<file path="src/rtl/ctbb_pkg.sv">
// ----------------------------------------------------------------------------
// ctbb_pkg
// shared types and constants of the color threshold bounding box block
// ----------------------------------------------------------------------------
package ctbb_pkg;

  localparam int CoordW     = 11;
  localparam int SizeW      = 12;
  localparam int ColorW     = 8;
  localparam int CoordLimit = 2048;
  localparam int ApbDataW   = 32;
  localparam int ApbAddrW   = 5;

  localparam logic [CoordW-1:0] CoordMax = {CoordW{1'b1}};

  localparam logic [SizeW-1:0]  RstFrameWidth  = 12'd320;
  localparam logic [SizeW-1:0]  RstFrameHeight = 12'd240;
  localparam logic [ColorW-1:0] RstRedMin      = 8'd128;
  localparam logic [ColorW-1:0] RstGreenMax    = 8'd64;
  localparam logic [ColorW-1:0] RstBlueMax     = 8'd64;

  typedef enum logic [2:0] {
    RegFrameWidth  = 3'd0,
    RegFrameHeight = 3'd1,
    RegRedMin      = 3'd2,
    RegGreenMax    = 3'd3,
    RegBlueMax     = 3'd4
  } reg_idx_e;

  typedef struct packed {
    logic [ColorW-1:0] red;
    logic [ColorW-1:0] green;
    logic [ColorW-1:0] blue;
    logic              frame_start;
  } pix_t;

  typedef struct packed {
    logic              found;
    logic [CoordW-1:0] box_left;
    logic [CoordW-1:0] box_top;
    logic [CoordW-1:0] box_right;
    logic [CoordW-1:0] box_bottom;
  } box_t;

  typedef struct packed {
    logic [SizeW-1:0]  frame_width;
    logic [SizeW-1:0]  frame_height;
    logic [ColorW-1:0] red_min;
    logic [ColorW-1:0] green_max;
    logic [ColorW-1:0] blue_max;
  } cfg_t;

  typedef struct packed {
    logic valid;
    box_t data;
  } res_wr_t;

endpackage

</file>
<file path="src/rtl/ctbb_stream_if.sv">
// ----------------------------------------------------------------------------
// ctbb_stream_if
// valid/ready channel carrying one word per handshake
// ----------------------------------------------------------------------------
interface ctbb_stream_if #(parameter type T = logic);
  logic valid;
  logic ready;
  T     data;

  modport source (output valid, output data, input ready);
  modport sink   (input valid, input data, output ready);
endinterface

</file>
<file path="src/rtl/ctbb_regs.sv">
// ----------------------------------------------------------------------------
// ctbb_regs
// apb register file for frame size and color thresholds
// ----------------------------------------------------------------------------
module ctbb_regs (
  input  logic                               clk_i,
  input  logic                               rst_ni,
  input  logic                               psel,
  input  logic                               penable,
  input  logic                               pwrite,
  input  logic [ctbb_pkg::ApbAddrW-1:0]      paddr,
  input  logic [ctbb_pkg::ApbDataW-1:0]      pwdata,
  output logic [ctbb_pkg::ApbDataW-1:0]      prdata,
  output logic                               pready,
  output ctbb_pkg::cfg_t                     cfg_o
);
  import ctbb_pkg::*;

  cfg_t     cfg_q;
  cfg_t     cfg_d;
  reg_idx_e idx;
  logic     wr_en;

  assign idx    = reg_idx_e'(paddr[ApbAddrW-1:2]);
  assign wr_en  = psel & penable & pwrite;
  assign pready = 1'b1;
  assign cfg_o  = cfg_q;

  always_comb begin
    cfg_d = cfg_q;
    if (wr_en) begin
      unique case (idx)
        RegFrameWidth:  cfg_d.frame_width  = pwdata[SizeW-1:0];
        RegFrameHeight: cfg_d.frame_height = pwdata[SizeW-1:0];
        RegRedMin:      cfg_d.red_min      = pwdata[ColorW-1:0];
        RegGreenMax:    cfg_d.green_max    = pwdata[ColorW-1:0];
        RegBlueMax:     cfg_d.blue_max     = pwdata[ColorW-1:0];
        default:        cfg_d = cfg_q;
      endcase
    end
  end

  always_comb begin
    unique case (idx)
      RegFrameWidth:  prdata = ApbDataW'(cfg_q.frame_width);
      RegFrameHeight: prdata = ApbDataW'(cfg_q.frame_height);
      RegRedMin:      prdata = ApbDataW'(cfg_q.red_min);
      RegGreenMax:    prdata = ApbDataW'(cfg_q.green_max);
      RegBlueMax:     prdata = ApbDataW'(cfg_q.blue_max);
      default:        prdata = '0;
    endcase
  end

  always_ff @(posedge clk_i or negedge rst_ni) begin
    if (!rst_ni) begin
      cfg_q.frame_width  <= RstFrameWidth;
      cfg_q.frame_height <= RstFrameHeight;
      cfg_q.red_min      <= RstRedMin;
      cfg_q.green_max    <= RstGreenMax;
      cfg_q.blue_max     <= RstBlueMax;
    end else begin
      cfg_q <= cfg_d;
    end
  end

endmodule

</file>
<file path="src/rtl/ctbb_track.sv">
// ----------------------------------------------------------------------------
// ctbb_track
// pixel input register, raster counters and bounding box tracking
// ----------------------------------------------------------------------------
module ctbb_track #(
  parameter int MAX_WIDTH  = 2048,
  parameter int MAX_HEIGHT = 2048
) (
  input  logic              clk_i,
  input  logic              rst_ni,
  ctbb_stream_if.sink       pix,
  input  ctbb_pkg::cfg_t    cfg_i,
  input  logic              space_i,
  output ctbb_pkg::res_wr_t res_o
);
  import ctbb_pkg::*;

  localparam int LimW = (MAX_WIDTH  < CoordLimit) ? MAX_WIDTH  : CoordLimit;
  localparam int LimH = (MAX_HEIGHT < CoordLimit) ? MAX_HEIGHT : CoordLimit;
  localparam logic [SizeW-1:0] LimWv = SizeW'(LimW);
  localparam logic [SizeW-1:0] LimHv = SizeW'(LimH);

  logic s1_valid_q, s1_match_q, s1_start_q;
  logic fire, match;

  logic [CoordW-1:0] col_q, row_q, lcol_q, gcol_q, lrow_q, grow_q;
  logic [CoordW-1:0] col_d, row_d, lcol_d, gcol_d, lrow_d, grow_d;
  logic              any_q, any_d;

  logic [CoordW-1:0] e_col, e_row, e_lcol, e_gcol, e_lrow, e_grow;
  logic              e_any;
  logic [CoordW-1:0] n_lcol, n_gcol, n_lrow, n_grow;
  logic              n_any;
  logic [SizeW-1:0]  w_eff, h_eff, h_m1, lrow_s, grow_s;
  logic              last_col, last_pix;

  assign fire      = s1_valid_q & space_i;
  assign pix.ready = ~s1_valid_q | fire;
  assign match     = (pix.data.red >= cfg_i.red_min) &&
                     (pix.data.green <= cfg_i.green_max) &&
                     (pix.data.blue <= cfg_i.blue_max);

  always_comb begin
    // effective frame size
    if (cfg_i.frame_width == '0)      w_eff = SizeW'(1);
    else if (cfg_i.frame_width > LimWv) w_eff = LimWv;
    else                              w_eff = cfg_i.frame_width;
    if (cfg_i.frame_height == '0)      h_eff = SizeW'(1);
    else if (cfg_i.frame_height > LimHv) h_eff = LimHv;
    else                               h_eff = cfg_i.frame_height;
    h_m1 = h_eff - SizeW'(1);

    // frame start clears before the pixel counts
    if (s1_start_q) begin
      e_col = '0; e_row = '0; e_lcol = CoordMax; e_gcol = '0;
      e_lrow = CoordMax; e_grow = '0; e_any = 1'b0;
    end else begin
      e_col = col_q; e_row = row_q; e_lcol = lcol_q; e_gcol = gcol_q;
      e_lrow = lrow_q; e_grow = grow_q; e_any = any_q;
    end

    n_lcol = (s1_match_q && e_col < e_lcol) ? e_col : e_lcol;
    n_gcol = (s1_match_q && e_col > e_gcol) ? e_col : e_gcol;
    n_lrow = (s1_match_q && e_row < e_lrow) ? e_row : e_lrow;
    n_grow = (s1_match_q && e_row > e_grow) ? e_row : e_grow;
    n_any  = e_any | s1_match_q;

    last_col = ({1'b0, e_col} + SizeW'(1)) >= w_eff;
    last_pix = last_col && (({1'b0, e_row} + SizeW'(1)) >= h_eff);

    // rows past the frame saturate to the bottom row before the flip
    lrow_s = ({1'b0, n_lrow} >= h_eff) ? h_m1 : {1'b0, n_lrow};
    grow_s = ({1'b0, n_grow} >= h_eff) ? h_m1 : {1'b0, n_grow};

    res_o.valid = fire & last_pix;
    if (n_any) begin
      res_o.data.found      = 1'b1;
      res_o.data.box_left   = n_lcol;
      res_o.data.box_top    = CoordW'(h_m1 - lrow_s);
      res_o.data.box_right  = n_gcol;
      res_o.data.box_bottom = CoordW'(h_m1 - grow_s);
    end else begin
      res_o.data = '0;
    end

    if (last_pix) begin
      col_d = '0; row_d = '0; lcol_d = CoordMax; gcol_d = '0;
      lrow_d = CoordMax; grow_d = '0; any_d = 1'b0;
    end else begin
      lcol_d = n_lcol; gcol_d = n_gcol; lrow_d = n_lrow; grow_d = n_grow;
      any_d  = n_any;
      if (last_col) begin
        col_d = '0;
        row_d = e_row + CoordW'(1);
      end else begin
        col_d = e_col + CoordW'(1);
        row_d = e_row;
      end
    end
  end

  always_ff @(posedge clk_i or negedge rst_ni) begin
    if (!rst_ni) begin
      s1_valid_q <= 1'b0;
      s1_match_q <= 1'b0;
      s1_start_q <= 1'b0;
      col_q  <= '0;
      row_q  <= '0;
      lcol_q <= CoordMax;
      gcol_q <= '0;
      lrow_q <= CoordMax;
      grow_q <= '0;
      any_q  <= 1'b0;
    end else begin
      if (pix.ready) begin
        s1_valid_q <= pix.valid;
        s1_match_q <= match;
        s1_start_q <= pix.data.frame_start;
      end
      if (fire) begin
        col_q  <= col_d;
        row_q  <= row_d;
        lcol_q <= lcol_d;
        gcol_q <= gcol_d;
        lrow_q <= lrow_d;
        grow_q <= grow_d;
        any_q  <= any_d;
      end
    end
  end

endmodule

</file>
<file path="src/rtl/ctbb_out_buf.sv">
// ----------------------------------------------------------------------------
// ctbb_out_buf
// result register with skid stage toward the box channel
// ----------------------------------------------------------------------------
module ctbb_out_buf (
  input  logic              clk_i,
  input  logic              rst_ni,
  input  ctbb_pkg::res_wr_t res_i,
  output logic              space_o,
  ctbb_stream_if.source     box
);
  import ctbb_pkg::*;

  logic out_valid_q, skid_valid_q, out_take;
  box_t out_q, skid_q;

  assign out_take  = out_valid_q & box.ready;
  assign space_o   = ~skid_valid_q;
  assign box.valid = out_valid_q;
  assign box.data  = out_q;

  always_ff @(posedge clk_i or negedge rst_ni) begin
    if (!rst_ni) begin
      out_valid_q  <= 1'b0;
      skid_valid_q <= 1'b0;
    end else begin
      if (skid_valid_q) begin
        if (out_take) begin
          skid_valid_q <= 1'b0;
        end
      end else if (res_i.valid) begin
        if (!out_valid_q || out_take) begin
          out_valid_q <= 1'b1;
        end else begin
          skid_valid_q <= 1'b1;
        end
      end else if (out_take) begin
        out_valid_q <= 1'b0;
      end
    end
  end

  always_ff @(posedge clk_i) begin
    if (skid_valid_q) begin
      if (out_take) begin
        out_q <= skid_q;
      end
    end else if (res_i.valid) begin
      if (!out_valid_q || out_take) begin
        out_q <= res_i.data;
      end else begin
        skid_q <= res_i.data;
      end
    end
  end

endmodule

</file>
<file path="src/rtl/color_threshold_bounding_box_top.sv">
// the last pixel word of a frame is registered in the input stage, then its box word in the result register
// throughput: one pixel word per cycle while the skid stage is empty
// a stalled box word is held in the result register, one more in the skid stage
// reset: asynchronous active low, clears counters, box, valids, config to defaults
// ----------------------------------------------------------------------------
// color_threshold_bounding_box_top
// color threshold match and bounding box of matching pixels per frame
// ----------------------------------------------------------------------------
module color_threshold_bounding_box_top #(
  parameter int MAX_WIDTH  = 2048,
  parameter int MAX_HEIGHT = 2048
) (
  input  logic                          clk_i,
  input  logic                          rst_ni,
  input  logic                          psel,
  input  logic                          penable,
  input  logic                          pwrite,
  input  logic [ctbb_pkg::ApbAddrW-1:0] paddr,
  input  logic [ctbb_pkg::ApbDataW-1:0] pwdata,
  output logic [ctbb_pkg::ApbDataW-1:0] prdata,
  output logic                          pready,
  ctbb_stream_if.sink                   pix_i,
  ctbb_stream_if.source                 box_o
);
  import ctbb_pkg::*;

  cfg_t    cfg;
  res_wr_t res;
  logic    space;

  ctbb_regs u_regs (
    .clk_i   (clk_i),
    .rst_ni  (rst_ni),
    .psel    (psel),
    .penable (penable),
    .pwrite  (pwrite),
    .paddr   (paddr),
    .pwdata  (pwdata),
    .prdata  (prdata),
    .pready  (pready),
    .cfg_o   (cfg)
  );

  ctbb_track #(
    .MAX_WIDTH  (MAX_WIDTH),
    .MAX_HEIGHT (MAX_HEIGHT)
  ) u_track (
    .clk_i   (clk_i),
    .rst_ni  (rst_ni),
    .pix     (pix_i),
    .cfg_i   (cfg),
    .space_i (space),
    .res_o   (res)
  );

  ctbb_out_buf u_out_buf (
    .clk_i   (clk_i),
    .rst_ni  (rst_ni),
    .res_i   (res),
    .space_o (space),
    .box     (box_o)
  );

endmodule

</file>
<file path="src/flat_wrapper.sv">
// flat-port wrapper written by rule: the top's interface ports become plain ports
module color_threshold_bounding_box_top_flat import ctbb_pkg::*;
#(
  parameter int MAX_WIDTH  = 2048,
  parameter int MAX_HEIGHT = 2048
)
  (clk_i, rst_ni, psel, penable, pwrite, paddr, pwdata, prdata, pready, pix_i_valid, pix_i_data, pix_i_ready, box_o_valid, box_o_data, box_o_ready);
  ctbb_stream_if #(.T(pix_t)) pix_i_i ();
  ctbb_stream_if #(.T(box_t)) box_o_i ();
  input  logic clk_i;
  input  logic rst_ni;
  input  logic psel;
  input  logic penable;
  input  logic pwrite;
  input  logic [ctbb_pkg::ApbAddrW-1:0] paddr;
  input  logic [ctbb_pkg::ApbDataW-1:0] pwdata;
  output logic [ctbb_pkg::ApbDataW-1:0] prdata;
  output logic pready;
  input wire logic [$bits(pix_i_i.valid)-1:0] pix_i_valid;
  input wire logic [$bits(pix_i_i.data)-1:0] pix_i_data;
  output wire logic [$bits(pix_i_i.ready)-1:0] pix_i_ready;
  output wire logic [$bits(box_o_i.valid)-1:0] box_o_valid;
  output wire logic [$bits(box_o_i.data)-1:0] box_o_data;
  input wire logic [$bits(box_o_i.ready)-1:0] box_o_ready;
  assign pix_i_i.valid = pix_i_valid;
  assign pix_i_i.data = pix_i_data;
  assign pix_i_ready = pix_i_i.ready;
  assign box_o_valid = box_o_i.valid;
  assign box_o_data = box_o_i.data;
  assign box_o_i.ready = box_o_ready;
  color_threshold_bounding_box_top #(.MAX_WIDTH(MAX_WIDTH), .MAX_HEIGHT(MAX_HEIGHT)) u_core (.clk_i(clk_i), .rst_ni(rst_ni), .psel(psel), .penable(penable), .pwrite(pwrite), .paddr(paddr), .pwdata(pwdata), .prdata(prdata), .pready(pready), .pix_i(pix_i_i), .box_o(box_o_i));
endmodule
</file>
<file path="config.mk">
export PLATFORM = sky130hd
export DESIGN_NAME = color_threshold_bounding_box_top_flat
export DESIGN_NICKNAME = d
export VERILOG_FILES = /design/src/rtl/ctbb_pkg.sv /design/src/rtl/ctbb_stream_if.sv /design/src/rtl/ctbb_regs.sv /design/src/rtl/ctbb_track.sv /design/src/rtl/ctbb_out_buf.sv /design/src/rtl/color_threshold_bounding_box_top.sv /design/src/flat_wrapper.sv
export SDC_FILE = /design/constraint.sdc
export NUM_CORES = 1
export LEC_CHECK = 0
export ABC_AREA = 1
export BUFFER_PORTS_ARGS = -buffer_cell sky130_fd_sc_hd__buf_2
export CAP_MARGIN = 5
export CORE_MARGIN = 2
export CORE_UTILIZATION = 60
export CTS_BUF_LIST = sky130_fd_sc_hd__clkbuf_16
export CTS_CLUSTER_DIAMETER = 100
export DETAILED_ROUTE_END_ITERATION = 12
export PLACE_DENSITY_LB_ADDON = 0.2
export SYNTH_ARGS = -nofsm -noshare
export SYNTH_HDL_FRONTEND = slang
export SYNTH_SLANG_ARGS = --single-unit
</file>
<file path="constraint.sdc">
create_clock -name clk_i -period 7.4 [get_ports clk_i]
set_clock_uncertainty 0.1 [all_clocks]
set_input_delay 0.37 -clock clk_i [delete_from_list [all_inputs] [get_ports clk_i]]
set_output_delay 0.37 -clock clk_i [all_outputs]
set_load 0.02 [all_outputs]
</file>
==> run_results.csv, run 1 <==
group,metric,value,unit
outcome,run_status,"completed",
clock_network,clock_tree.buffer_depth,3,
global_route,antenna_found_initial,0,
setup_path,crit_path_start_kind,"flip-flop",
setup_path,arrival,6.89,ns
sta,tightestPinTransition,1.044,ns
synth,synthArstFlopShare,57.14,%
flow_run,cap_viol_max_count,0,
final_layout,syn2layout_area_growth,10.99,%
floorplan,chipWidth,157.5,um
detailed_routing,vias,12095,
worst_hold_path,hold_depth,3,
synth,yosys_warnings,0,
setup_path,cp_slowest_stage_delay,1.01,ns
clock_network,clk_pin_slew,0.06,ns
setup_path,crit-reg2reg-launch,"u_core.u_track.s1_start_q",
synth,synthDistinctLibCells,64,
detailed_routing,drc,0,
clock_network,post-cts-setup-buffer-count,0,
sta,final_period_minus_worst_setup_slack,6.733,ns
floorplan,design.die.area,0.02481,mm^2
final_layout,post-route-util,67.26,%
detailed_routing,routed_via_density,5.551,
sta,final_min_period_over_clock_period,90.98,%
clock_network,clkLatencyLatePin,0.53,ns
worst_hold_path,hold-path-endpoint,"u_core.u_track.s1_start_q",
sta,rsz_0062_raised_after_global_routing,"no",
final_layout,layout.cells.most_common,"nand2_1",
sta,fin_setup_tns,0,ns
global_route,overflow,0,
synth,yosys_register_bits,210,
global_route,grt_most_used_layer,"met2",
floorplan,core-area,0.02333,mm^2
pwr,power_density,351.2,mW/mm^2
global_route,groute.layer.met2.usage,46.41,%
placement,detailedPlacementHpwl,26.03,mm
setup_path,worst_setup_path_end_kind,"flip-flop",
sta,hold_viol_final,0,
worst_hold_path,holdCritPathClass,"in -> reg",
setup_path,maximum_fanout_along_the_worst_path,22,
global_route,first_global_vias,11309,
setup_path,reg2reg_slack,0.67,ns
worst_hold_path,worstHoldStart,"pix_i_data[0]",
clock_network,clock_tree.htree_level_count,1,
setup_path,reg2regPathDepth,30,
final_layout,antenna-diode-count,0,
final_layout,nets,2044,
synth,syn-mean-instance-area,8.080,um^2
placement,place.port_buffers,105,
clock_network,cts-root-buf,"clkbuf_16",
global_route,gr-usage-met1,40.45,%
detailed_routing,finalWirelength,34.88,mm
sta,timing.max_slew.rel_slack,30.24,%
global_route,largest_net_degree_at_the_start_of_global_routing,62,
global_route,grt_pass1_wl,56.70,mm
final_layout,fraction_of_final_layout_cells_with_drive_strength_greater_than_1,14.95,%
detailed_routing,detail_route.iter0.violations,997,
global_route,global_route.usage.total,28.63,%
floorplan,die_y,157.5,um
floorplan,floorplan.initialDensity,60.60,%
clock_network,ctsResizeCount,0,
detailed_routing,drtAntennaViolNets,0,
setup_path,criticalPathCategory,"reg -> reg",
setup_path,worstPathRequired,7.56,ns
setup_path,cpMaxStageDelayCell,"dfrtp_1",
sta,report.final.slew_viol_count,0,
synth,post_synth_inst_count,1750,
sta,setup-violations-final,0,
synth,yosysSeqAreaShare,40.62,%
synth,post_synth_instance_area,0.01414,mm^2
pwr,vdd_ir_drop_max,0.1914,mV
synth,postSynth.topFlopCell,"edfxtp_1",
pwr,total_design_power,5512,uW
clock_network,tritoncts,"done",
synth,number_of_synthesized_flops_with_an_enable_pin,90,
detailed_routing,drt_pass1_iterations,5,
floorplan,ios,149,
sta,max_freq,148.5,MHz
setup_path,reg_to_reg_critical_path_endpoint,"u_core.u_out_buf.box.data[8]",
global_route,grtUsageMet3,3.552,%
final_layout,n_fill_cell,1982,
setup_path,critical-path-top-cell-by-count,"nor2_1",
pwr,p_leak,0.007554,uW
detailed_routing,drt-wirelength-per-cell,16.01,um
placement,place.gp.congestion,0.9445,
final_layout,layout_common_cells,"nand2_1 (430), inv_1 (203), o21ai_0 (157)",
clock_network,cts-buffers-inserted,24,
clock_network,cts_hold_buffers,3,
floorplan,fp-row-count,56,
clock_network,tritoncts_num_sinks,210,
## worst max-delay path by stage
stage,depth (start not counted),to,from,slack [ns]
2_1_floorplan,18,u_core.u_out_buf.box.data[0],u_core.u_track.s1_start_q,1.71
3_3_place_gp,30,u_core.u_out_buf.box.data[8],u_core.u_track.s1_start_q,0.94
3_5_place_dp,30,u_core.u_out_buf.box.data[8],u_core.u_track.s1_start_q,0.84
4_1_cts,30,u_core.u_out_buf.box.data[8],u_core.u_track.s1_start_q,0.80
5_1_grt,28,u_core.u_out_buf.box.data[8],u_core.u_track.s1_start_q,0.21
6_report,30,u_core.u_out_buf.box.data[8],u_core.u_track.s1_start_q,0.67
## power breakdown
| group | leakage, uW | switching (uW) | total, uW | internal, uW |
|---|---|---|---|---|
| Sequential | 0.00235 | 131 | 1610 | 1480 |
| Clock | 0.000423 | 489 | 1240 | 753 |
| Combinational | 0.00478 | 1750 | 2660 | 909 |
## layout make-up
| cell class | count | area, um^2 | area share, % |
|---|---|---|---|
| multi-input combinational | 1266 | 7227 | 46.05 |
| sequential | 210 | 5744 | 36.60 |
| inverter | 216 | 818.3 | 5.214 |
| timing repair buffer | 124 | 678.2 | 4.321 |
| clock buffer | 25 | 625.6 | 3.986 |
| tap | 319 | 399.1 | 2.543 |
| clock inverter | 19 | 201.4 | 1.284 |
## flip-flops by register name (all words and copies together), names as in the netlist
register,flops
u_core.u_out_buf.box.data,45
u_core.u_out_buf.box.valid,1
u_core.u_out_buf.skid_q,45
u_core.u_out_buf.skid_valid_q,1
u_core.u_regs.cfg_o,48
u_core.u_track.any_q,1
u_core.u_track.col_q,11
u_core.u_track.gcol_q,11
u_core.u_track.grow_q,11
u_core.u_track.lcol_q,11
u_core.u_track.lrow_q,11
u_core.u_track.row_q,11
u_core.u_track.s1_match_q,1
u_core.u_track.s1_start_q,1
u_core.u_track.s1_valid_q,1
## synth_stat cells, types with 7 or more instances
| cell type | number | share of area [%] |
|---|---|---|
| nor2_1 | 143 | 3.8 |
| nand3_1 | 61 | 2.2 |
| a21oi_1 | 105 | 3.7 |
| o22ai_1 | 33 | 1.5 |
| o21ai_0 | 157 | 5.6 |
| clkbuf_1 | 34 | 0.90 |
| dfstp_2 | 31 | 5.8 |
| o21ai_2 | 17 | 1.1 |
| ha_1 | 131 | 12 |
| nor2_2 | 13 | 0.58 |
| buf_1 | 8 | 0.21 |
| o2111ai_1 | 9 | 0.56 |
| nor3_1 | 9 | 0.32 |
| nand3_2 | 8 | 0.57 |
| buf_4 | 22 | 1.2 |
| nand4_1 | 14 | 0.62 |
| nor3_2 | 7 | 0.50 |
| xor2_1 | 13 | 0.81 |
| inv_1 | 200 | 5.3 |
| o21ai_1 | 17 | 0.60 |
| nand2_1 | 430 | 11 |
| inv_2 | 13 | 0.35 |
| edfxtp_1 | 90 | 19 |
| dfrtp_1 | 89 | 16 |
## logic make-up (layout without fill, tap and decap cells)
family	after synthesis	count (layout)	synth area share, %
AND/OR/NAND/NOR	708	708	21.59
AO/OA/AOI/OAI	384	384	15.61
buffers and inverters	293	384	8.928
flip-flops	210	210	40.62
adder cells (fa/ha/maj)	133	133	11.88
XOR/XNOR	17	17	1.106
multiplexers	3	3	0.2124
other	2	21	0.05311
## metrics by stage
| stage | std cells | hold slack, ns | setup WS, ns | area (um^2) |
|---|---|---|---|---|
| global placement | 2132 | 0.3666 | 0.9441 | 14840 |
| detailed placement | 2132 | 0.3739 | 0.8434 | 14840 |
| finish | 2179 | 0.02848 | 0.6672 | 15690 |
| CTS | 2179 | 0.01640 | 0.8001 | 15690 |
| global route | 2179 | 0.04889 | 0.2128 | 15690 |
| floorplan | 1769 | -0.02559 | 1.712 | 14210 |
## per-layer routing
layer  share of wire (%)  wire [um]
met5                   0          0
met4                 2.3        811
met3                 6.3       2190
met2                  46      16050
met1                  45      15830
## worst max-delay path: cells and delay by family (launching register included)
| kind | cells | cell delay, ns |
|---|---|---|
| AO/OA/AOI/OAI | 9 | 1.62 |
| buffers and inverters | 3 | 0.27 |
| AND/OR/NAND/NOR | 14 | 2.09 |
| flip-flops | 1 | 1.01 |
| adder cells (fa/ha/maj) | 4 | 1.37 |
No activity file was read; power rests on OpenSTA's default activity.
==> inputs of run 2 (changes only) <==
- CORE_ASPECT_RATIO: not set -> 0.6
==> run 2 against run 1 <==
  * Sequential cell count is the same
  * Largest cell class unchanged
  * Total power shrank 2.3%
  * Sequential power is essentially flat
  * Largest power group unchanged
  * Clock-buffer cell count shrank 5
  * Worst hold slack gained 0.016 ns
==> run_results.csv, run 2 (synthesis gave the netlist of run 1 again) <==
group,metric,value,unit
outcome,run_status,"completed",
detailed_routing,drt_pass1_iterations,5,
sta,report.final.slew_viol_count,0,
clock_network,tritoncts,"done",
clock_network,cts-root-buf,"clkbuf_16",
pwr,power_density,346.4,mW/mm^2
final_layout,post-route-util,67.21,%
final_layout,fraction_of_final_layout_cells_with_drive_strength_greater_than_1,14.52,%
floorplan,core-area,0.02313,mm^2
sta,hold_viol_final,0,
detailed_routing,routed-wl-met3,4.094,mm
final_layout,nets,2041,
pwr,power_frac_comb,50.2,%
detailed_routing,finalWirelength,37.64,mm
detailed_routing,drt-wirelength-per-cell,17.36,um
setup_path,worst_setup_path_end_kind,"flip-flop",
sta,final_min_period_over_clock_period,88.76,%
floorplan,ios,149,
detailed_routing,drt-met1-wl,18.10,mm
clock_network,tritoncts_num_sinks,210,
pwr,cellInternalPower,2989,uW
global_route,antenna_found_initial,0,
global_route,first_global_vias,11320,
setup_path,crit_path_start_kind,"flip-flop",
sta,setup-violations-final,0,
final_layout,largest_register_ff_count,48,
setup_path,cpMaxStageDelayCell,"dfrtp_1",
clock_network,clk_pin_slew,0.07,ns
placement,detailedPlacementHpwl,28.98,mm
detailed_routing,drtAntennaViolNets,0,
final_layout,layout_common_cells,"nand2_1 (430), inv_1 (203), o21ai_0 (157)",
detailed_routing,routed_via_density,5.750,
pwr,p_switching,2397,uW
sta,fin_setup_tns,0,ns
sta,rsz_0062_raised_after_global_routing,"no",
setup_path,maximum_fanout_along_the_worst_path,21,
global_route,largest_net_degree_at_the_start_of_global_routing,76,
global_route,overflow,0,
setup_path,crit_family,"compound AO/OA/AOI/OAI gates",
final_layout,layout.cells.most_common,"nand2_1",
setup_path,cp_num_buf_inv,6,
pwr,vdd_ir_drop_max,0.4201,mV
sta,final_period_minus_worst_setup_slack,6.568,ns
sta,timing.max_slew.rel_slack,34.88,%
clock_network,clkLatencyLatePin,0.53,ns
final_layout,n_fill_cell,2011,
clock_network,clock_tree.htree_level_count,1,
setup_path,arrival,6.71,ns
setup_path,critical-path-top-cell-by-count,"nand2_1",
detailed_routing,detail_route.iter0.violations,1250,
floorplan,fp-row-count,43,
placement,place.port_buffers,105,
detailed_routing,vias,12466,
clock_network,cts-buffers-inserted,20,
floorplan,design.die.area,0.02485,mm^2
detailed_routing,met2WireLength,14.76,mm
final_layout,syn2layout_area_growth,9.964,%
pwr,power_switching_share,44.51,%
detailed_routing,drc,0,
setup_path,worstPathRequired,7.55,ns
sta,tightestPinTransition,0.9744,ns
worst_hold_path,holdCritPathClass,"in -> reg",
detailed_routing,highest_layer,"met4",
pwr,part_of_the_power_in_registers,30.0,%
global_route,global_route.usage.total,30.89,%
final_layout,antenna-diode-count,0,
setup_path,criticalPathCategory,"reg -> reg",
floorplan,floorplan.initialDensity,61.12,%
placement,place.gp.congestion,0.9851,
clock_network,post-cts-setup-buffer-count,0,
floorplan,chipWidth,202.2,um
global_route,grt_pass1_wl,60.25,mm
floorplan,die_y,122.9,um
pwr,total_design_power,5386,uW
sta,max_freq,152.3,MHz
pwr,clock_power_share,19.8,%
pwr,p_leak,0.007469,uW
clock_network,clock_tree.buffer_depth,3,
flow_run,cap_viol_max_count,0,
setup_path,cp_slowest_stage_delay,0.79,ns
-- run 2: changes by cell type in the layout (fill, tap and decap cells not counted) --
cell and delta:
clkbuf_16 -5, bufinv_16 -1, clkinv_8 +1, clkinvlp_4 -1, inv_6 -1, clkinvlp_2 +3, buf_12 +1, inv_2 -2
clkinv_1 +2, clkinv_2 -4
-- run 2: per-stage QoR --
step	instances	instance area, um^2	worst slack (ns)	hold slack (ns)
after floorplan	1769	14210	1.712	-0.02559
after global placement	2129	14850	1.117	0.3190
after detailed placement	2129	14850	1.037	0.3238
after CTS	2168	15550	0.9858	0.02064
after global routing	2168	15550	0.3838	0.03936
final	2168	15550	0.8320	0.04461
-- run 2: layout make-up --
cell class	count	area (um^2)	share of cell area, %
multi-input combinational	1266	7227	46.48
sequential	210	5744	36.94
inverter	216	818.3	5.263
timing repair buffer	125	698.2	4.490
clock buffer	20	500.5	3.219
tap	315	394.1	2.535
clock inverter	16	166.4	1.070
-- run 2: power by group through the flow --
| stage | clock network (uW) | registers, uW | logic [uW] |
|---|---|---|---|
| global route | 1120 | 1630 | 3070 |
| floorplan | 0 | 1610 | 1980 |
| global placement | 0 | 1620 | 2570 |
| detailed placement | 0 | 1630 | 2630 |
| CTS | 1080 | 1610 | 2650 |
| finish | 1060 | 1620 | 2700 |
-- run 2: worst paths after layout --
kind                                                 end  depth (start not counted)                 startpoint  slack [ns]
hold reg to reg                  u_core.u_regs.cfg_o[34]                          2    u_core.u_regs.cfg_o[34]        0.39
setup reg to reg           u_core.u_out_buf.box.data[30]                         31  u_core.u_track.s1_start_q        0.83
setup / recovery           u_core.u_out_buf.box.data[30]                         31  u_core.u_track.s1_start_q        0.83
hold / removal                   u_core.u_regs.cfg_o[44]                          3                  pwdata[8]        0.04
max in group asynchronous        u_core.u_track.col_q[0]                          3                     rst_ni        5.47
min in group asynchronous       u_core.u_track.grow_q[7]                          2                     rst_ni        0.32
-- run 2: tightest hold or removal path: stages --
cell,delay [ns]
buf_2,0.10
inv_1,0.10
o21ai_0,0.10
-- run 2: per-layer routing --
metal / up-vias / global-route usage (%)
li1: 6013 / -
met1: 5873 / 48.47
met2: 521 / 42.23
met3: 59 / 8.250
met4: 0 / 6.706
met5: - / 0
-- run 2: what timing repair did --
item,4_1_cts,5_1_grt
hold buffers,3,0
endpoints found under the setup margin,0,0
hold endpoints to repair,31,0
resized for setup,0,0
==> inputs of run 3 (changes only) <==
- ABC_AREA: 1 -> not set
- CORE_MARGIN: 2 -> 1.5
- GPL_TIMING_DRIVEN: not set -> 1
==> run 3 against run 2 <==
  * Worst hold slack better by 0.0068 ns
  * Synthesized cell count down 21%
  * Total power down 13%
  * Sequential share of layout area up 0.32 points
  * Register-to-register slack worse by 0.54 ns
  * Cell count down 17%
  * Setup slack worse by 0.54 ns
  * Area after synthesis down 1.9%
  * Critical endpoint is now u_core.u_out_buf.box.data[9]
  * Largest power group unchanged
==> run_results.csv, run 3 <==
group,metric,value,unit
pwr,power_density,302.5,mW/mm^2
final_layout,nets,1678,
clock_network,cts-buffers-inserted,21,
final_layout,layout.cells.most_common,"nand2_1",
global_route,antenna_found_initial,0,
clock_network,clock_tree.buffer_depth,3,
detailed_routing,drt_pass1_iterations,5,
sta,hold-worst-slack,0.05145,ns
global_route,largest_net_degree_at_the_start_of_global_routing,73,
detailed_routing,drc,0,
synth,netlist_top_cells_area,"edfxtp_1 (19%), dfrtp_1 (16%), ha_1 (12%)",
synth,post_synth_most_frequent_cells,"nand2_1 (134), ha_1 (131), nor2_1 (101)",
pwr,total_design_power,4668,uW
placement,place.gp.congestion,0.9895,
sta,hold_viol_final,0,
sta,timing.max_slew.rel_slack,21.70,%
synth,synth_most_common_cell,"nand2_1",
setup_path,criticalPathCategory,"reg -> reg",
clock_network,clock_tree.htree_level_count,1,
setup_path,maximum_fanout_along_the_worst_path,23,
final_layout,layout_common_cells,"nand2_1 (134), ha_1 (131), buf_2 (104)",
detailed_routing,drtAntennaViolNets,0,
floorplan,chipWidth,199.3,um
synth,syn-mean-instance-area,10.02,um^2
detailed_routing,vias,10935,
floorplan,fp-row-count,42,
global_route,global_route.usage.total,30.82,%
synth,post_synth_inst_count,1385,
synth,number_of_synthesized_flops_with_an_enable_pin,90,
pwr,vdd_ir_drop_max,0.3067,mV
final_layout,fraction_of_final_layout_cells_with_drive_strength_greater_than_1,20.12,%
clock_network,tritoncts_num_sinks,210,
global_route,first_global_vias,10418,
final_layout,antenna-diode-count,0,
synth,synthArstFlopShare,57.14,%
floorplan,floorplan.initialDensity,61.97,%
final_layout,largest_register_ff_count,48,
synth,yosys_warnings,0,
synth,synthDistinctLibCells,84,
setup_path,crit_path_start_kind,"flip-flop",
floorplan,ios,149,
sta,rsz_0062_raised_after_global_routing,"no",
detailed_routing,detail_route.iter0.violations,841,
floorplan,die_y,120.8,um
global_route,overflow,0,
detailed_routing,finalWirelength,36.26,mm
synth,synth.top_cell.area_share,19.48,%
global_route,grt_pass1_wl,56.92,mm
sta,max_freq,140.6,MHz
detailed_routing,routed_via_density,6.078,
clock_network,cts-root-buf,"clkbuf_16",
setup_path,worstPathRequired,7.54,ns
worst_hold_path,holdCritPathClass,"in -> reg",
synth,yosysSeqAreaShare,41.41,%
floorplan,design.die.area,0.02407,mm^2
clock_network,clkLatencyLatePin,0.53,ns
detailed_routing,drt-wirelength-per-cell,20.16,um
sta,final_min_period_over_clock_period,96.08,%
outcome,run_status,"completed",
sta,fin_setup_tns,0,ns
placement,place.port_buffers,105,
sta,tightestPinTransition,1.170,ns
clock_network,post-cts-setup-buffer-count,0,
placement,placement_stage_cell_area,0.01462,mm^2
final_layout,finalInstanceArea,0.01543,mm^2
flow_run,cap_viol_max_count,0,
placement,detailedPlacementHpwl,27.42,mm
clock_network,clk_pin_slew,0.07,ns
sta,final_period_minus_worst_setup_slack,7.110,ns
sta,report.final.slew_viol_count,0,
synth,yosys_register_bits,210,
pwr,p_leak,0.006930,uW
floorplan,core-area,0.02239,mm^2
synth,post_synth_instance_area,0.01387,mm^2
setup_path,worst_setup_path_end_kind,"flip-flop",
synth,yosys.area.top_type,"edfxtp_1",
setup_path,arrival,7.25,ns
final_layout,syn2layout_area_growth,11.22,%
synth,postSynth.topFlopCell,"edfxtp_1",
clock_network,tritoncts,"done",
sta,setup-violations-final,0,
## run 3: cell count changes in the layout (fill, tap and decap cells not counted), sizes merged, moves of 19 or more
cell   previous run  this run
a21oi           109        69
o22a              0        23
nand3            70        22
nand2           438       134
nor2            158       101
o21ai           191        86
mux2i             3        49
buf             122       141
mux2              0        64
o22ai            33        10
nor2b             0        45
a21o              0        22
inv             218        65
a22o              2        28
## run 3: path summary, 6_finish.rpt
path | from | endpoint | slack [ns] | cells past startpoint
max | u_core.u_track.s1_start_q | u_core.u_out_buf.box.data[9] | 0.29 | 26
min | pwdata[11] | u_core.u_regs.cfg_o[35] | 0.05 | 3
max reg2reg | u_core.u_track.s1_start_q | u_core.u_out_buf.box.data[9] | 0.29 | 26
min reg2reg | u_core.u_track.gcol_q[3] | u_core.u_track.gcol_q[3] | 0.40 | 1
max in group asynchronous | rst_ni | u_core.u_track.grow_q[7] | 5.55 | 3
min in group asynchronous | rst_ni | u_core.u_regs.cfg_o[5] | 0.44 | 2
## run 3: worst max-delay path, stage by stage, from the launching register on
cell	delay (ns)
dfrtp_4	0.61
inv_2	0.31
nand2_1	0.15
ha_1	0.33
nand2_1	0.05
o21ai_0	0.25
or3b_1	0.38
nand4b_1	0.16
and2_2	0.31
mux2i_1	0.44
nor2_1	0.15
ha_1	0.32
a21oi_1	0.14
o21ai_0	0.09
o21ai_0	0.25
a21o_1	0.27
buf_4	0.17
mux2i_1	0.31
ha_1	0.29
nor2b_1	0.12
o21ai_0	0.22
a21boi_0	0.17
o21ai_0	0.33
a21oi_1	0.16
a31oi_1	0.26
xor2_1	0.34
o21ai_0	0.14
## run 3: final cells by class
class                   instances  area [um^2]
clock buffers                  21        525.5
clock inverters                17        166.4
fillers                      1769         6958
inverters                      58        217.7
multi-input cells            1037         7516
flip-flops and latches        210         5749
well taps                     308        385.4
repair buffers                148        868.3
## run 3: power by group
group	internal (uW)	switching [uW]
Combinational	814	1160
Sequential	1460	135
Clock	627	476
Total	2900	1770
## run 3: cells by family (layout without fill, tap and decap cells)
kind of cell | Yosys count | count (layout) | share of synthesized area [%]
AND/OR/NAND/NOR | 396 | 396 | 13.55
buffers and inverters | 157 | 244 | 5.385
multiplexers | 113 | 113 | 8.731
XOR/XNOR | 37 | 37 | 2.336
adder cells (fa/ha/maj) | 134 | 134 | 12.19
AO/OA/AOI/OAI | 336 | 336 | 16.35
flip-flops | 210 | 210 | 41.41
other | 2 | 21 | 0.05414
## run 3: what timing repair did
item                                   CTS  global route
resized for setup                        0            10
endpoints found under the hold margin   56             0
setup endpoints to repair                0            15
hold buffers                             7             0
## run 3: metrics by stage
| step | utilization, % | cells | setup slack (ns) |
|---|---|---|---|
| after detailed placement | 65.29 | 1754 | 0.2347 |
| after global placement | 65.29 | 1754 | 0.3297 |
| after CTS | 68.70 | 1799 | 0.1913 |
| final | 68.92 | 1799 | 0.2899 |
| after global routing | 68.92 | 1799 | 0.009620 |
| after floorplan | - | 1404 | 0.4091 |
## run 3: metal layers
metal  GRT usage (%)  vias to the layer above  wire (um)
li1                -                     5172          -
met1           46.82                     5341      17230
met2           42.70                      382      14850
met3           10.46                       40       3737
met4           4.830                        0        438
met5               0                        -          0
